[config.mk]
export PLATFORM = sky130hd
export DESIGN_NAME = sfnt_table_directory_builder_core_flat
export DESIGN_NICKNAME = d
export VERILOG_FILES = /design/src/rtl/core/sftdb_pkg.sv /design/src/rtl/core/sftdb_chan_if.sv /design/src/rtl/core/sfnt_table_directory_builder_core.sv /design/src/rtl/core/sftdb_ctrl.sv /design/src/rtl/core/sftdb_dp.sv /design/src/flat_wrapper.sv
export SDC_FILE = /design/constraint.sdc
export NUM_CORES = 1
export LEC_CHECK = 0
export BUFFER_PORTS_ARGS = -buffer_cell sky130_fd_sc_hd__buf_2
export CAP_MARGIN = 20
export CORE_MARGIN = 10
export CORE_UTILIZATION = 35
export DETAILED_ROUTE_END_ITERATION = 12
export SETUP_SLACK_MARGIN = 0.3
export SLEW_MARGIN = 15
export SYNTH_ARGS = -nofsm -noshare
export SYNTH_HDL_FRONTEND = slang
export SYNTH_SLANG_ARGS = --single-unit
[constraint.sdc]
create_clock -name clock -period 2.8 [get_ports clock]
set_clock_uncertainty 0.2 [all_clocks]
set_input_delay 0.28 -clock clock [delete_from_list [all_inputs] [get_ports clock]]
set_output_delay 0.28 -clock clock [all_outputs]
set_load 0.03 [all_outputs]
[src/rtl/core/sftdb_pkg.sv]
// Package for the sfnt table directory builder.
// Holds payload structs, result and state codes, control/status structs and a helper.
// No dependencies.
package sftdb_pkg;

   localparam logic [31:0] VER_TRUETYPE = 32'h0001_0000;
   localparam logic [31:0] TAG_CFF      = 32'h4346_4620;
   localparam logic [31:0] TAG_OTTO     = 32'h4F54_544F;

   typedef enum logic [1:0] {
      KIND_HEADER    = 2'd0,
      KIND_ENTRY     = 2'd1,
      KIND_ERR_COUNT = 2'd2,
      KIND_ERR_SIZE  = 2'd3
   } result_kind_type;

   typedef enum logic [1:0] {
      ST_COLLECT,
      ST_HEADER,
      ST_FETCH,
      ST_DATA
   } state_type;

   typedef struct packed {
      logic        req_type;
      logic [31:0] table_tag;
      logic [31:0] table_length;
      logic [31:0] data_word;
      logic        last_table;
   } req_payload_type;

   typedef struct packed {
      result_kind_type result_kind;
      logic [31:0]     sfnt_version;
      logic [6:0]      table_count;
      logic [15:0]     search_range;
      logic [3:0]      entry_selector;
      logic [15:0]     range_shift;
      logic [26:0]     total_size;
      logic [31:0]     entry_tag;
      logic [31:0]     entry_checksum;
      logic [26:0]     entry_offset;
      logic [26:0]     entry_length;
   } rsp_payload_type;

   // controller to datapath
   typedef struct packed {
      logic            info_wr;
      logic            hdr_start;
      logic            word_acc;
      logic            entry_emit;
      logic            clear;
      logic            rsp_load;
      result_kind_type rsp_kind;
   } ctl_cmd_type;

   // datapath to controller
   typedef struct packed {
      logic count_over;
      logic size_over;
      logic word_last;
      logic table_last;
   } dp_status_type;

   // round a byte count up to a multiple of four
   function automatic logic [27:0] pad4(input logic [26:0] n);
      return ({1'b0, n} + 28'd3) & ~28'd3;
   endfunction

endpackage

[src/rtl/core/sftdb_chan_if.sv]
// Valid/ready channel interface used for request and response transactions.
// Depends on sftdb_pkg only through the payload type given at instantiation.
interface sftdb_chan_if #(
   parameter type payload_type = logic
);
   logic        valid;
   logic        ready;
   payload_type payload;

   modport source (output valid, output payload, input ready);
   modport sink (input valid, input payload, output ready);
endinterface

[src/rtl/core/sfnt_table_directory_builder_core.sv]
// Info items: one per cycle unless the output stalls; the header or error result
// follows the last info item: ST_HEADER forms it once the output register is free.
// Data words: one per cycle within a table unless the output stalls; a table's entry
// leaves the cycle after its final word; a table start reads the store in ST_FETCH.
// Synchronous active-high reset clears all control state; the table store has no
// reset and needs no clearing pass.
module sfnt_table_directory_builder_core #(
   parameter int MAX_TABLES = 64,
   parameter int SIZE_LIMIT = 67108864
) (
   input logic         clock,
   input logic         reset,
   sftdb_chan_if.sink   req_chan,
   sftdb_chan_if.source rsp_chan
);

   sftdb_pkg::ctl_cmd_type     cmd;
   sftdb_pkg::dp_status_type   status;
   sftdb_pkg::req_payload_type req_payload;
   sftdb_pkg::rsp_payload_type rsp_payload;
   logic req_ready;
   logic rsp_valid;

   assign req_payload      = req_chan.payload;
   assign req_chan.ready   = req_ready;
   assign rsp_chan.valid   = rsp_valid;
   assign rsp_chan.payload = rsp_payload;

   sftdb_ctrl u_ctrl (
      .clock     (clock),
      .reset     (reset),
      .req_valid (req_chan.valid),
      .req_type  (req_payload.req_type),
      .req_last  (req_payload.last_table),
      .req_ready (req_ready),
      .rsp_ready (rsp_chan.ready),
      .rsp_valid (rsp_valid),
      .status    (status),
      .cmd       (cmd)
   );

   sftdb_dp #(
      .MAX_TABLES (MAX_TABLES),
      .SIZE_LIMIT (SIZE_LIMIT)
   ) u_dp (
      .clock       (clock),
      .reset       (reset),
      .cmd         (cmd),
      .req_payload (req_payload),
      .status      (status),
      .rsp_payload (rsp_payload)
   );

endmodule

[src/rtl/core/sftdb_ctrl.sv]
// Controller state machine for the sfnt table directory builder.
// Issues datapath commands and owns the handshakes; uses sftdb_pkg.
module sftdb_ctrl (
   input  logic                    clock,
   input  logic                    reset,
   input  logic                    req_valid,
   input  logic                    req_type,
   input  logic                    req_last,
   output logic                    req_ready,
   input  logic                    rsp_ready,
   output logic                    rsp_valid,
   input  sftdb_pkg::dp_status_type status,
   output sftdb_pkg::ctl_cmd_type   cmd
);

   sftdb_pkg::state_type state_ff, state_in;
   logic rsp_valid_ff, rsp_valid_in;
   logic out_free;
   logic info_take;
   logic word_take;

   assign out_free  = !rsp_valid_ff || rsp_ready;
   assign rsp_valid = rsp_valid_ff;

   always_comb begin
      req_ready = out_free &&
                  (state_ff == sftdb_pkg::ST_COLLECT || state_ff == sftdb_pkg::ST_DATA);
      info_take = req_valid && req_ready && (state_ff == sftdb_pkg::ST_COLLECT) && !req_type;
      word_take = req_valid && req_ready && (state_ff == sftdb_pkg::ST_DATA) && req_type;
   end

   always_comb begin
      state_in = state_ff;
      case (state_ff)
         sftdb_pkg::ST_COLLECT: begin
            if (info_take && req_last) state_in = sftdb_pkg::ST_HEADER;
         end
         sftdb_pkg::ST_HEADER: begin
            if (out_free) begin
               if (status.count_over || status.size_over) state_in = sftdb_pkg::ST_COLLECT;
               else state_in = sftdb_pkg::ST_FETCH;
            end
         end
         sftdb_pkg::ST_FETCH: begin
            state_in = sftdb_pkg::ST_DATA;
         end
         sftdb_pkg::ST_DATA: begin
            if (word_take && status.word_last) begin
               if (status.table_last) state_in = sftdb_pkg::ST_COLLECT;
               else state_in = sftdb_pkg::ST_FETCH;
            end
         end
         default: begin
            state_in = sftdb_pkg::ST_COLLECT;
         end
      endcase
   end

   always_comb begin
      cmd          = '0;
      cmd.rsp_kind = sftdb_pkg::KIND_HEADER;
      case (state_ff)
         sftdb_pkg::ST_COLLECT: begin
            cmd.info_wr = info_take;
         end
         sftdb_pkg::ST_HEADER: begin
            if (out_free) begin
               cmd.rsp_load = 1'b1;
               if (status.count_over) begin
                  cmd.rsp_kind = sftdb_pkg::KIND_ERR_COUNT;
                  cmd.clear    = 1'b1;
               end else if (status.size_over) begin
                  cmd.rsp_kind = sftdb_pkg::KIND_ERR_SIZE;
                  cmd.clear    = 1'b1;
               end else begin
                  cmd.rsp_kind  = sftdb_pkg::KIND_HEADER;
                  cmd.hdr_start = 1'b1;
               end
            end
         end
         sftdb_pkg::ST_DATA: begin
            cmd.word_acc = word_take;
            if (word_take && status.word_last) begin
               cmd.entry_emit = 1'b1;
               cmd.rsp_load   = 1'b1;
               cmd.rsp_kind   = sftdb_pkg::KIND_ENTRY;
               cmd.clear      = status.table_last;
            end
         end
         default: begin
            cmd.clear = 1'b0;
         end
      endcase
   end

   assign rsp_valid_in = (rsp_valid_ff && !rsp_ready) || cmd.rsp_load;

   always_ff @(posedge clock) begin
      if (reset) begin
         state_ff     <= sftdb_pkg::ST_COLLECT;
         rsp_valid_ff <= 1'b0;
      end else begin
         state_ff     <= state_in;
         rsp_valid_ff <= rsp_valid_in;
      end
   end

endmodule

[src/rtl/core/sftdb_dp.sv]
// Datapath for the sfnt table directory builder: table store, size and count
// tracking, header math, checksum and offset accumulation. Uses sftdb_pkg.
module sftdb_dp #(
   parameter int MAX_TABLES = 64,
   parameter int SIZE_LIMIT = 67108864
) (
   input  logic                       clock,
   input  logic                       reset,
   input  sftdb_pkg::ctl_cmd_type     cmd,
   input  sftdb_pkg::req_payload_type req_payload,
   output sftdb_pkg::dp_status_type   status,
   output sftdb_pkg::rsp_payload_type rsp_payload
);

   localparam int AW  = (MAX_TABLES > 1) ? $clog2(MAX_TABLES) : 1;
   localparam int CTW = $clog2(MAX_TABLES + 1);
   localparam int TSW = $clog2(MAX_TABLES + 2);
   localparam logic [27:0] LIMIT_28 = 28'(SIZE_LIMIT);

   // table store: tag in the upper 32 bits, length in the lower 27
   logic [58:0] table_mem [MAX_TABLES];
   logic [58:0] rd_data_ff;

   logic [TSW-1:0] tables_seen_ff, tables_seen_in;
   logic [26:0]    padded_sum_ff, padded_sum_in;
   logic           cff_seen_ff, cff_seen_in;
   logic [CTW-1:0] current_table_ff, current_table_in;
   logic [24:0]    words_done_ff, words_done_in;
   logic [31:0]    checksum_ff, checksum_in;
   logic [26:0]    offset_ff, offset_in;
   sftdb_pkg::rsp_payload_type rsp_ff, rsp_in;

   logic [27:0] len_pad;
   logic [27:0] pad_add;
   logic [27:0] sum_next;
   logic [16:0] hdr_bytes;
   logic [27:0] total_bytes;
   logic [3:0]  entry_sel;
   logic [31:0] count_x16;
   logic [31:0] range_x16;
   logic [31:0] rd_tag;
   logic [26:0] rd_len;
   logic [27:0] rd_len_pad;
   logic [24:0] words_need;
   logic [24:0] words_next;
   logic [31:0] checksum_next;
   logic [TSW-1:0] table_next;

   // collection-side size tracking, saturating just above the limit
   always_comb begin
      len_pad  = sftdb_pkg::pad4(req_payload.table_length[26:0]);
      pad_add  = (req_payload.table_length > 32'(SIZE_LIMIT)) ? LIMIT_28 + 28'd1 : len_pad;
      sum_next = {1'b0, padded_sum_ff} + pad_add;
   end

   // header figures
   always_comb begin
      hdr_bytes   = 17'd12 + (17'(tables_seen_ff) << 4);
      total_bytes = 28'(hdr_bytes) + {1'b0, padded_sum_ff};
      entry_sel   = '0;
      for (int i = 0; i < TSW; i++) begin
         if (tables_seen_ff[i]) entry_sel = 4'(i);
      end
      count_x16 = 32'(tables_seen_ff) << 4;
      range_x16 = 32'd16 << entry_sel;
   end

   // directory-side word counting
   always_comb begin
      rd_tag        = rd_data_ff[58:27];
      rd_len        = rd_data_ff[26:0];
      rd_len_pad    = sftdb_pkg::pad4(rd_len);
      words_need    = (rd_len == '0) ? 25'd1 : rd_len_pad[26:2];
      words_next    = words_done_ff + 25'd1;
      checksum_next = (rd_len == '0) ? checksum_ff : checksum_ff + req_payload.data_word;
      table_next    = TSW'(current_table_ff) + TSW'(1);
   end

   always_comb begin
      status.count_over = tables_seen_ff > TSW'(MAX_TABLES);
      status.size_over  = total_bytes > LIMIT_28;
      status.word_last  = words_next >= words_need;
      status.table_last = table_next >= tables_seen_ff;
   end

   always_comb begin
      tables_seen_in   = tables_seen_ff;
      padded_sum_in    = padded_sum_ff;
      cff_seen_in      = cff_seen_ff;
      current_table_in = current_table_ff;
      words_done_in    = words_done_ff;
      checksum_in      = checksum_ff;
      offset_in        = offset_ff;
      if (cmd.clear) begin
         tables_seen_in   = '0;
         padded_sum_in    = '0;
         cff_seen_in      = 1'b0;
         current_table_in = '0;
         words_done_in    = '0;
         checksum_in      = '0;
         offset_in        = '0;
      end else if (cmd.info_wr) begin
         if (tables_seen_ff <= TSW'(MAX_TABLES)) tables_seen_in = tables_seen_ff + TSW'(1);
         if (req_payload.table_tag == sftdb_pkg::TAG_CFF) cff_seen_in = 1'b1;
         padded_sum_in = (sum_next > LIMIT_28) ? 27'(LIMIT_28 + 28'd1) : sum_next[26:0];
      end else if (cmd.hdr_start) begin
         current_table_in = '0;
         words_done_in    = '0;
         checksum_in      = '0;
         offset_in        = 27'(hdr_bytes);
      end else if (cmd.entry_emit) begin
         current_table_in = current_table_ff + CTW'(1);
         words_done_in    = '0;
         checksum_in      = '0;
         offset_in        = offset_ff + rd_len_pad[26:0];
      end else if (cmd.word_acc) begin
         words_done_in = words_next;
         checksum_in   = checksum_next;
      end
   end

   always_comb begin
      rsp_in             = '0;
      rsp_in.result_kind = cmd.rsp_kind;
      case (cmd.rsp_kind)
         sftdb_pkg::KIND_HEADER: begin
            rsp_in.sfnt_version   = cff_seen_ff ? sftdb_pkg::TAG_OTTO : sftdb_pkg::VER_TRUETYPE;
            rsp_in.table_count    = 7'(tables_seen_ff);
            rsp_in.search_range   = range_x16[15:0];
            rsp_in.entry_selector = entry_sel;
            rsp_in.range_shift    = 16'(count_x16 - range_x16);
            rsp_in.total_size     = total_bytes[26:0];
         end
         sftdb_pkg::KIND_ENTRY: begin
            rsp_in.entry_tag      = rd_tag;
            rsp_in.entry_checksum = checksum_next;
            rsp_in.entry_offset   = offset_ff;
            rsp_in.entry_length   = rd_len;
         end
         default: begin
            rsp_in.result_kind = cmd.rsp_kind;
         end
      endcase
   end

   assign rsp_payload = rsp_ff;

   // store write and registered read of the current table
   always_ff @(posedge clock) begin
      if (cmd.info_wr && !cmd.clear && tables_seen_ff < TSW'(MAX_TABLES)) begin
         table_mem[tables_seen_ff[AW-1:0]] <=
            {req_payload.table_tag, req_payload.table_length[26:0]};
      end
      rd_data_ff <= table_mem[current_table_ff[AW-1:0]];
   end

   always_ff @(posedge clock) begin
      if (cmd.rsp_load) rsp_ff <= rsp_in;
   end

   always_ff @(posedge clock) begin
      if (reset) begin
         tables_seen_ff   <= '0;
         padded_sum_ff    <= '0;
         cff_seen_ff      <= 1'b0;
         current_table_ff <= '0;
         words_done_ff    <= '0;
         checksum_ff      <= '0;
         offset_ff        <= '0;
      end else begin
         tables_seen_ff   <= tables_seen_in;
         padded_sum_ff    <= padded_sum_in;
         cff_seen_ff      <= cff_seen_in;
         current_table_ff <= current_table_in;
         words_done_ff    <= words_done_in;
         checksum_ff      <= checksum_in;
         offset_ff        <= offset_in;
      end
   end

endmodule

[src/flat_wrapper.sv]
// flat-port wrapper written by rule: the top's interface ports become plain ports
module sfnt_table_directory_builder_core_flat 
#(
   parameter int MAX_TABLES = 64,
   parameter int SIZE_LIMIT = 67108864
)
  (clock, reset, req_chan_valid, req_chan_payload, req_chan_ready, rsp_chan_valid, rsp_chan_payload, rsp_chan_ready);
  sftdb_chan_if req_chan_i ();
  sftdb_chan_if rsp_chan_i ();
  input logic clock;
  input logic reset;
  input wire logic [$bits(req_chan_i.valid)-1:0] req_chan_valid;
  input wire logic [$bits(req_chan_i.payload)-1:0] req_chan_payload;
  output wire logic [$bits(req_chan_i.ready)-1:0] req_chan_ready;
  output wire logic [$bits(rsp_chan_i.valid)-1:0] rsp_chan_valid;
  output wire logic [$bits(rsp_chan_i.payload)-1:0] rsp_chan_payload;
  input wire logic [$bits(rsp_chan_i.ready)-1:0] rsp_chan_ready;
  assign req_chan_i.valid = req_chan_valid;
  assign req_chan_i.payload = req_chan_payload;
  assign req_chan_ready = req_chan_i.ready;
  assign rsp_chan_valid = rsp_chan_i.valid;
  assign rsp_chan_payload = rsp_chan_i.payload;
  assign rsp_chan_i.ready = rsp_chan_ready;
  sfnt_table_directory_builder_core #(.MAX_TABLES(MAX_TABLES), .SIZE_LIMIT(SIZE_LIMIT)) u_core (.clock(clock), .reset(reset), .req_chan(req_chan_i), .rsp_chan(rsp_chan_i));
endmodule
### Word-level counts from Yosys, hierarchy flattened

Cells that the tools add are included.

| word-level totals | value |
|---|---|
| memories | 0 |
| bits in latches | 0 |
| word-level logic and storage cells | 48 |
| input bits | 5 |
| output and inout bits | 3 |
| memory bits (writable) | 0 |
| register bits after elaboration | 13 |
| bits in read-only memories | 0 |

| operators by class | value |
|---|---|
| bitwise operators | 1 |
| div/mod/pow operators | 0 |
| eq/ne operators | 6 |
| add/sub/neg operators | 3 |
| reductions and logical operators | 16 |
| order comparisons | 4 |
| muxes and demuxes | 12 |
| $mul | 0 |
| shift-type cells | 0 |

Operator list:

| operator | number |
|---|---|
| 12-bit by 27-bit adder with 28-bit output | 1 |
| 28-bit by 27-bit greater-than comparator with 1-bit output (second input constant) | 1 |
| 27-bit greater-than comparator (second input constant) | 1 |
| 4-bit by 11-bit adder with 12-bit output (first input constant) | 1 |
| 2-bit 2-to-1 mux | 5 |
| 7-bit by 1-bit adder with 7-bit output (second input constant) | 1 |
| 7-bit greater-than comparator (second input constant) | 1 |
| 7-bit less-or-equal comparator (second input constant) | 1 |
| 2-bit one-hot mux with 3 select lines | 1 |
| 1-bit logical AND | 5 |
| 2-bit by 1-bit equality test with 1-bit output (second input constant) | 2 |
| 2-bit equality test (second input constant) | 2 |
| 1-bit logical OR | 4 |
| 1-bit 2-to-1 mux | 4 |
| 4-bit 2-to-1 mux | 1 |
| 2-bit AND reduction | 2 |
| 3-bit 2-to-1 mux | 1 |
| 3-bit AND reduction | 1 |
| 1-bit logical NOT | 2 |
| 2-bit logical NOT | 1 |
| 2-bit by 1-bit inequality test with 1-bit output (second input constant) | 1 |
| 2-bit inequality test (second input constant) | 1 |
| 2-bit OR reduction | 1 |
| 1-bit inverter | 1 |

### Longest topological paths before layout

| logic depth | value |
|---|---|
| word-level depth | 8 |
| gate-level depth with buffers | 6 |
| gate-level depth less buffers | 6 |

### Cells and area by module

A second synthesis with hierarchy kept.

| unflattened totals | value |
|---|---|
| cell total of the unflattened synthesis | 7681 |
| area, all modules | 164051.1 µm² |

By module, submodules not included:

| module | times used | area an instance (µm²) | cells an instance |
|---|---|---|---|
| sftdb_dp | 1 | 163694.5 | 7639 |
| sftdb_ctrl | 1 | 352.8 | 41 |
| sfnt_table_directory_builder_core | 1 | 3.8 | 1 |

### Worst setup path before layout

Ideal clock, no wire load.

| timing path | value |
|---|---|
| path type | reg2reg |
| start | reg u_core.u_dp.tables_seen_ff[3] |
| end | reg u_core.u_dp.tables_seen_ff[5] |
| arrival | 1697 ps |
| buffers on the path | 0 |
| period minus slack after synthesis | 1966 ps |
| cell stages (with the launch flop) | 5 |
| library setup time | 70 ps |
| setup slack | 834 ps |
| cell sequence | dfxtp_1 or4_4 o21a_4 or4_1 a21oi_1 |

| on the way | value |
|---|---|
| longest elaborated chain between the ends | 8 |
| elaborated cells on any way between the ends | 12 |
| those cells by class | add/sub: 3; order compare: 3; mux: 4; reduce/logical: 2 |

Ends and longest elaborated chain:

| item | line | text |
|---|---|---|
| start, declared | sftdb_dp.sv:24 | `logic [TSW-1:0] tables_seen_ff, tables_seen_in;` |
| start signal, assigned | sftdb_dp.sv:171 | `tables_seen_ff <= tables_seen_in;` |
| 4-bit by 11-bit adder with 12-bit output | sftdb_dp.sv:58 | `hdr_bytes = 17'd12 + (17'(tables_seen_ff) << 4);` |
| 12-bit by 27-bit adder with 28-bit output | sftdb_dp.sv:59 | `total_bytes = 28'(hdr_bytes) + {1'b0, padded_sum_ff};` |
| 28-bit by 27-bit greater-than comparator with 1-bit output | sftdb_dp.sv:81 | `status.size_over = total_bytes > LIMIT_28;` |
| 1-bit 2-to-1 mux | sftdb_ctrl.sv:72 | `end else if (status.size_over) begin` |
| 1-bit 2-to-1 mux | sftdb_ctrl.sv:69 | `if (status.count_over) begin` |
| 4-bit 2-to-1 mux | sftdb_ctrl.sv:67 | `if (out_free) begin` |
| 1-bit 2-to-1 mux | -- |  |
| 2-bit OR reduction (no line) | -- |  |

Parallel ways exist; a longest one is shown, timed or not.
A chain may end at the register's enable or synchronous reset.

### Worst setup path in the final report

| timing path | value |
|---|---|
| start | reg u_core.u_ctrl.state_ff[0] |
| end | reg u_core.u_ctrl.state_ff[0] |

| on the way | value |
|---|---|
| longest elaborated chain between the ends | 8 |
| elaborated cells on any way between the ends | 14 |
| those cells by class | eq/ne: 5; mux: 1; bitwise: 1; reduce/logical: 7 |

Ends and longest elaborated chain:

| item | line | text |
|---|---|---|
| start, declared | sftdb_ctrl.sv:16 | `sftdb_pkg::state_type state_ff, state_in;` |
| start signal, assigned | sftdb_ctrl.sv:100 | `state_ff <= sftdb_pkg::ST_COLLECT;` |
| start signal, assigned | sftdb_ctrl.sv:103 | `state_ff <= state_in;` |
| 2-bit equality test or 2-bit logical NOT (tied branches) | sftdb_ctrl.sv:27, sftdb_ctrl.sv:34, sftdb_ctrl.sv:28 |  |
| 1-bit logical OR | sftdb_ctrl.sv:27 | `(state_ff == sftdb_pkg::ST_COLLECT \|\| state_ff == sftdb_pkg::ST_DATA);` |
| 1-bit logical AND | sftdb_ctrl.sv:26 | `req_ready = out_free &&` |
| 1-bit logical AND | -- |  |
| 1-bit logical AND | sftdb_ctrl.sv:28 | `info_take = req_valid && req_ready && (state_ff == sftdb_pkg::ST_COLLECT) && !req_type;` |
| 1-bit logical AND | sftdb_ctrl.sv:36 | `if (info_take && req_last) state_in = sftdb_pkg::ST_HEADER;` |
| 2-bit by 1-bit inequality test with 1-bit output (no line) | -- |  |
| 3-bit AND reduction (no line) | -- |  |

Parallel ways exist; a longest one is shown, timed or not.

==> flow_summary.json <==
{
  "hp-class": "in -> reg",
  "first_global_vias": 577,
  "synth_warnings": 0,
  "seq_power_share_pct": 39.4,
  "cell_internal_pwr_mw": 0.292,
  "max_freq_mhz": 462,
  "hpwl_reported_at_the_end_of_detailed_placement_um": 1100,
  "rows": 15,
  "wirelength_um": 1420,
  "max-vdd-ir-drop_uv": 296,
  "inserted_clock_buffers": 3,
  "powerDensity_nw_per_um2": 645,
  "switching_power_mw": 0.188,
  "fp.coreArea_um2": 1760,
  "max_cap_violations": 0,
  "resized_after_cts": 0,
  "cts_max_level": 1,
  "initial_core_util_pct": 37.7,
  "global_route_congestion_overflow_total": 0,
  "fin_nets": 102,
  "clock_latency_ps": 280,
  "postCtsSetupBuffers": 0,
  "grt_max_degree": 10,
  "p_leak_nw": 0.281,
  "critPathMaxFanout": 5,
  "fin_setup_tns_ps": 0,
  "rsz0062_at_grt": "no",
  "ctsRootBufferMaster": "sky130_fd_sc_hd__clkbuf_4",
  "detail-route-antenna-nets": 0,
  "comb_power_share_pct": 37.6,
  "post_synth_instance_area_um2": 664,
  "fin_crit_ps": 2170,
  "portBuffers": 6,
  "detail_route.first_pass.iterations": 4,
  "syn-mean-instance-area_um2": 8.30,
  "finalHoldViolations": 0,
  "worst-slew-pin-transition_ps": 535,
  "area_of_the_die_um2": 4040,
  "worst_slack_ps": 635,
  "drt_iter0_drc": 16,
  "status": "complete, no violations",
  "critPathCaptureType": "flip-flop",
  "top_level_ports": 8,
  "syn-num-nets": 92,
  "layout.cells.most_common_list": "11 x sky130_fd_sc_hd__dfxtp_1, 8 x sky130_fd_sc_hd__a21oi_1, 7 x sky130_fd_sc_hd__inv_1, 7 x sky130_fd_sc_hd__nor2_1, 7 x sky130_fd_sc_hd__ha_1",
  "die_h_um": 63.6,
  "postSynthRegisterBits": 11,
  "synthCells": 80,
  "area_growth_syn_to_layout_pct": 12.1,
  "crit_path_start_kind": "flip-flop",
  "route.detailed.wl_per_inst_um": 12.5,
  "routabilityCongestion": 0.827,
  "final-max-slew-violation-count": 0,
  "grt_first_pass_wirelength_um": 2440,
  "place_ws_ps": 682,
  "antenna_violations_before_repair": 0,
  "criticalPathCategory": "reg -> reg",
  "gr-usage-all-layers_pct": 7.46,
  "clk_transition_reported_paths_ps": 70,
  "tritoncts_clock_tree": "done",
  "final_min_period_over_clock_period_pct": 77.3,
  "detail_route.drc_violations": 0,
  "layout.core_utilization_pct": 42.2,
  "clock-sinks": 11,
  "most_common_cell_after_layout_fill_and_taps_aside": "sky130_fd_sc_hd__dfxtp_1",
  "fill_cells": 194,
  "crit_required_ps": 2780,
  "share_clk_of_total_power_pct": 23.0,
  "holdBufCountCts": 0,
  "power.share.switching_pct": 39.2,
  "slew_headroom_pct": 64.0,
  "worst-endpoint-arrival_ps": 2150,
  "antennaDiodeCount": 0,
  "layout-drive-gt1-share_pct": 13.5,
  "synth_cell_type_count": 26,
  "viasPerCell": 5.19,
  "proportion_of_synthesized_chip_area_in_sequential_cells_pct": 33.1,
  "clk_path_buf_depth": 2,
  "floorplan.die.width_um": 63.6,
  "finalSetupViolations": 0,
  "via_count": 592
}
[logic make-up (layout without fill, tap and decap cells)]
logic type	count (synthesis)	in the layout	share of synthesized area (%)
buffers and inverters	8	17	5.09
adder cells (fa/ha/maj)	7	7	13.2
flip-flops	11	11	33.1
AND/OR/NAND/NOR	29	29	24.9
other	1	1	0.564
AO/OA/AOI/OAI	24	24	23.2
[registers in the layout, summed over array words and instances, names as in the netlist]
register and count:
u_core.u_dp.padded_sum_ff 1, u_core.u_ctrl.state_ff 2, u_core.u_ctrl.rsp_valid 1, u_core.u_dp.tables_seen_ff 7
[cell usage after synthesis]
| library cell | count | area share, % |
|---|---|---|
| sky130_fd_sc_hd__nand3_1 | 5 | 3.8 |
| sky130_fd_sc_hd__o21ai_0 | 6 | 4.5 |
| sky130_fd_sc_hd__a31o_2 | 1 | 1.3 |
| sky130_fd_sc_hd__and3_1 | 2 | 1.9 |
| sky130_fd_sc_hd__a211o_1 | 1 | 1.3 |
| sky130_fd_sc_hd__nor3_1 | 2 | 1.5 |
| sky130_fd_sc_hd__a31oi_1 | 3 | 2.8 |
| sky130_fd_sc_hd__nor2b_1 | 2 | 1.9 |
| sky130_fd_sc_hd__o21a_4 | 1 | 2.3 |
| sky130_fd_sc_hd__inv_1 | 7 | 4.0 |
| sky130_fd_sc_hd__or3_1 | 2 | 1.9 |
| sky130_fd_sc_hd__ha_1 | 7 | 13 |
| sky130_fd_sc_hd__or4_4 | 1 | 1.7 |
| sky130_fd_sc_hd__buf_4 | 1 | 1.1 |
| sky130_fd_sc_hd__o31ai_1 | 2 | 2.3 |
| sky130_fd_sc_hd__nand3b_1 | 1 | 1.1 |
| sky130_fd_sc_hd__nand2b_1 | 2 | 1.9 |
| sky130_fd_sc_hd__o41ai_1 | 1 | 1.3 |
| sky130_fd_sc_hd__dfxtp_1 | 11 | 33 |
| sky130_fd_sc_hd__nor2_1 | 7 | 4.0 |
| sky130_fd_sc_hd__a21oi_1 | 8 | 6.0 |
| sky130_fd_sc_hd__a311oi_1 | 1 | 1.3 |
| sky130_fd_sc_hd__nand4b_1 | 1 | 1.3 |
| sky130_fd_sc_hd__nand4_1 | 3 | 2.8 |
| sky130_fd_sc_hd__or4_1 | 1 | 1.1 |
| sky130_fd_sc_hd__conb_1 | 1 | 0.56 |
[final cells by class]
| class | instances | area (µm²) | area share [%] |
|---|---|---|---|
| repair buffers | 6 | 30.0 | 4.03 |
| clock buffers | 4 | 26.3 | 3.53 |
| well taps | 25 | 31.3 | 4.20 |
| multi-input cells | 61 | 410 | 55.1 |
| flip-flops and latches | 11 | 220 | 29.6 |
| inverters | 7 | 26.3 | 3.53 |
[stage by stage]
step                      hold WS, ps  cell area (µm²)  total power [mW]  instances
after floorplan                   152              664             0.328         80
after global placement            273              718             0.367        110
after detailed placement          280              718             0.370        110
after CTS                        16.9              744             0.484        114
after global routing             30.9              744             0.520        114
final                            28.3              744             0.480        114
[path summary, 6_finish.rpt]
kind,startpoint,endpoint,slack (ps),depth (start not counted)
max,u_core.u_ctrl.state_ff[0],u_core.u_ctrl.state_ff[0],630,6
min reg2reg,u_core.u_dp.padded_sum_ff[0],u_core.u_dp.padded_sum_ff[0],280,2
min,reset,u_core.u_ctrl.rsp_valid,30,2
max reg2reg,u_core.u_ctrl.state_ff[0],u_core.u_ctrl.state_ff[0],630,6
[per-layer routing]
| layer | part of all wire, % | track usage (%) | vias to the layer above |
|---|---|---|---|
| met3 | 5.6 | 4.77 | 4 |
| li1 | - | - | 311 |
| met4 | 1.5 | 2.46 | 0 |
| met5 | 0 | 0 | - |
| met2 | 41 | 10.6 | 9 |
| met1 | 51 | 8.87 | 268 |
[power groups by stage]
| stage | Combinational, mW | Sequential (mW) | Clock (mW) |
|---|---|---|---|
| global placement | 0.175 | 0.192 | 0 |
| floorplan | 0.131 | 0.198 | 0 |
| detailed placement | 0.177 | 0.193 | 0 |
| global route | 0.203 | 0.192 | 0.125 |
| CTS | 0.179 | 0.189 | 0.117 |
| finish | 0.180 | 0.189 | 0.110 |
[critical path, stage by stage, from the launching register on]
cell                       delay [ps]
sky130_fd_sc_hd__dfxtp_1          400
sky130_fd_sc_hd__inv_1             80
sky130_fd_sc_hd__ha_1             340
sky130_fd_sc_hd__nand2b_1         200
sky130_fd_sc_hd__o31ai_1          450
sky130_fd_sc_hd__a21oi_1          130
sky130_fd_sc_hd__a311oi_1         280
Power figures use the tool's default switching activity.
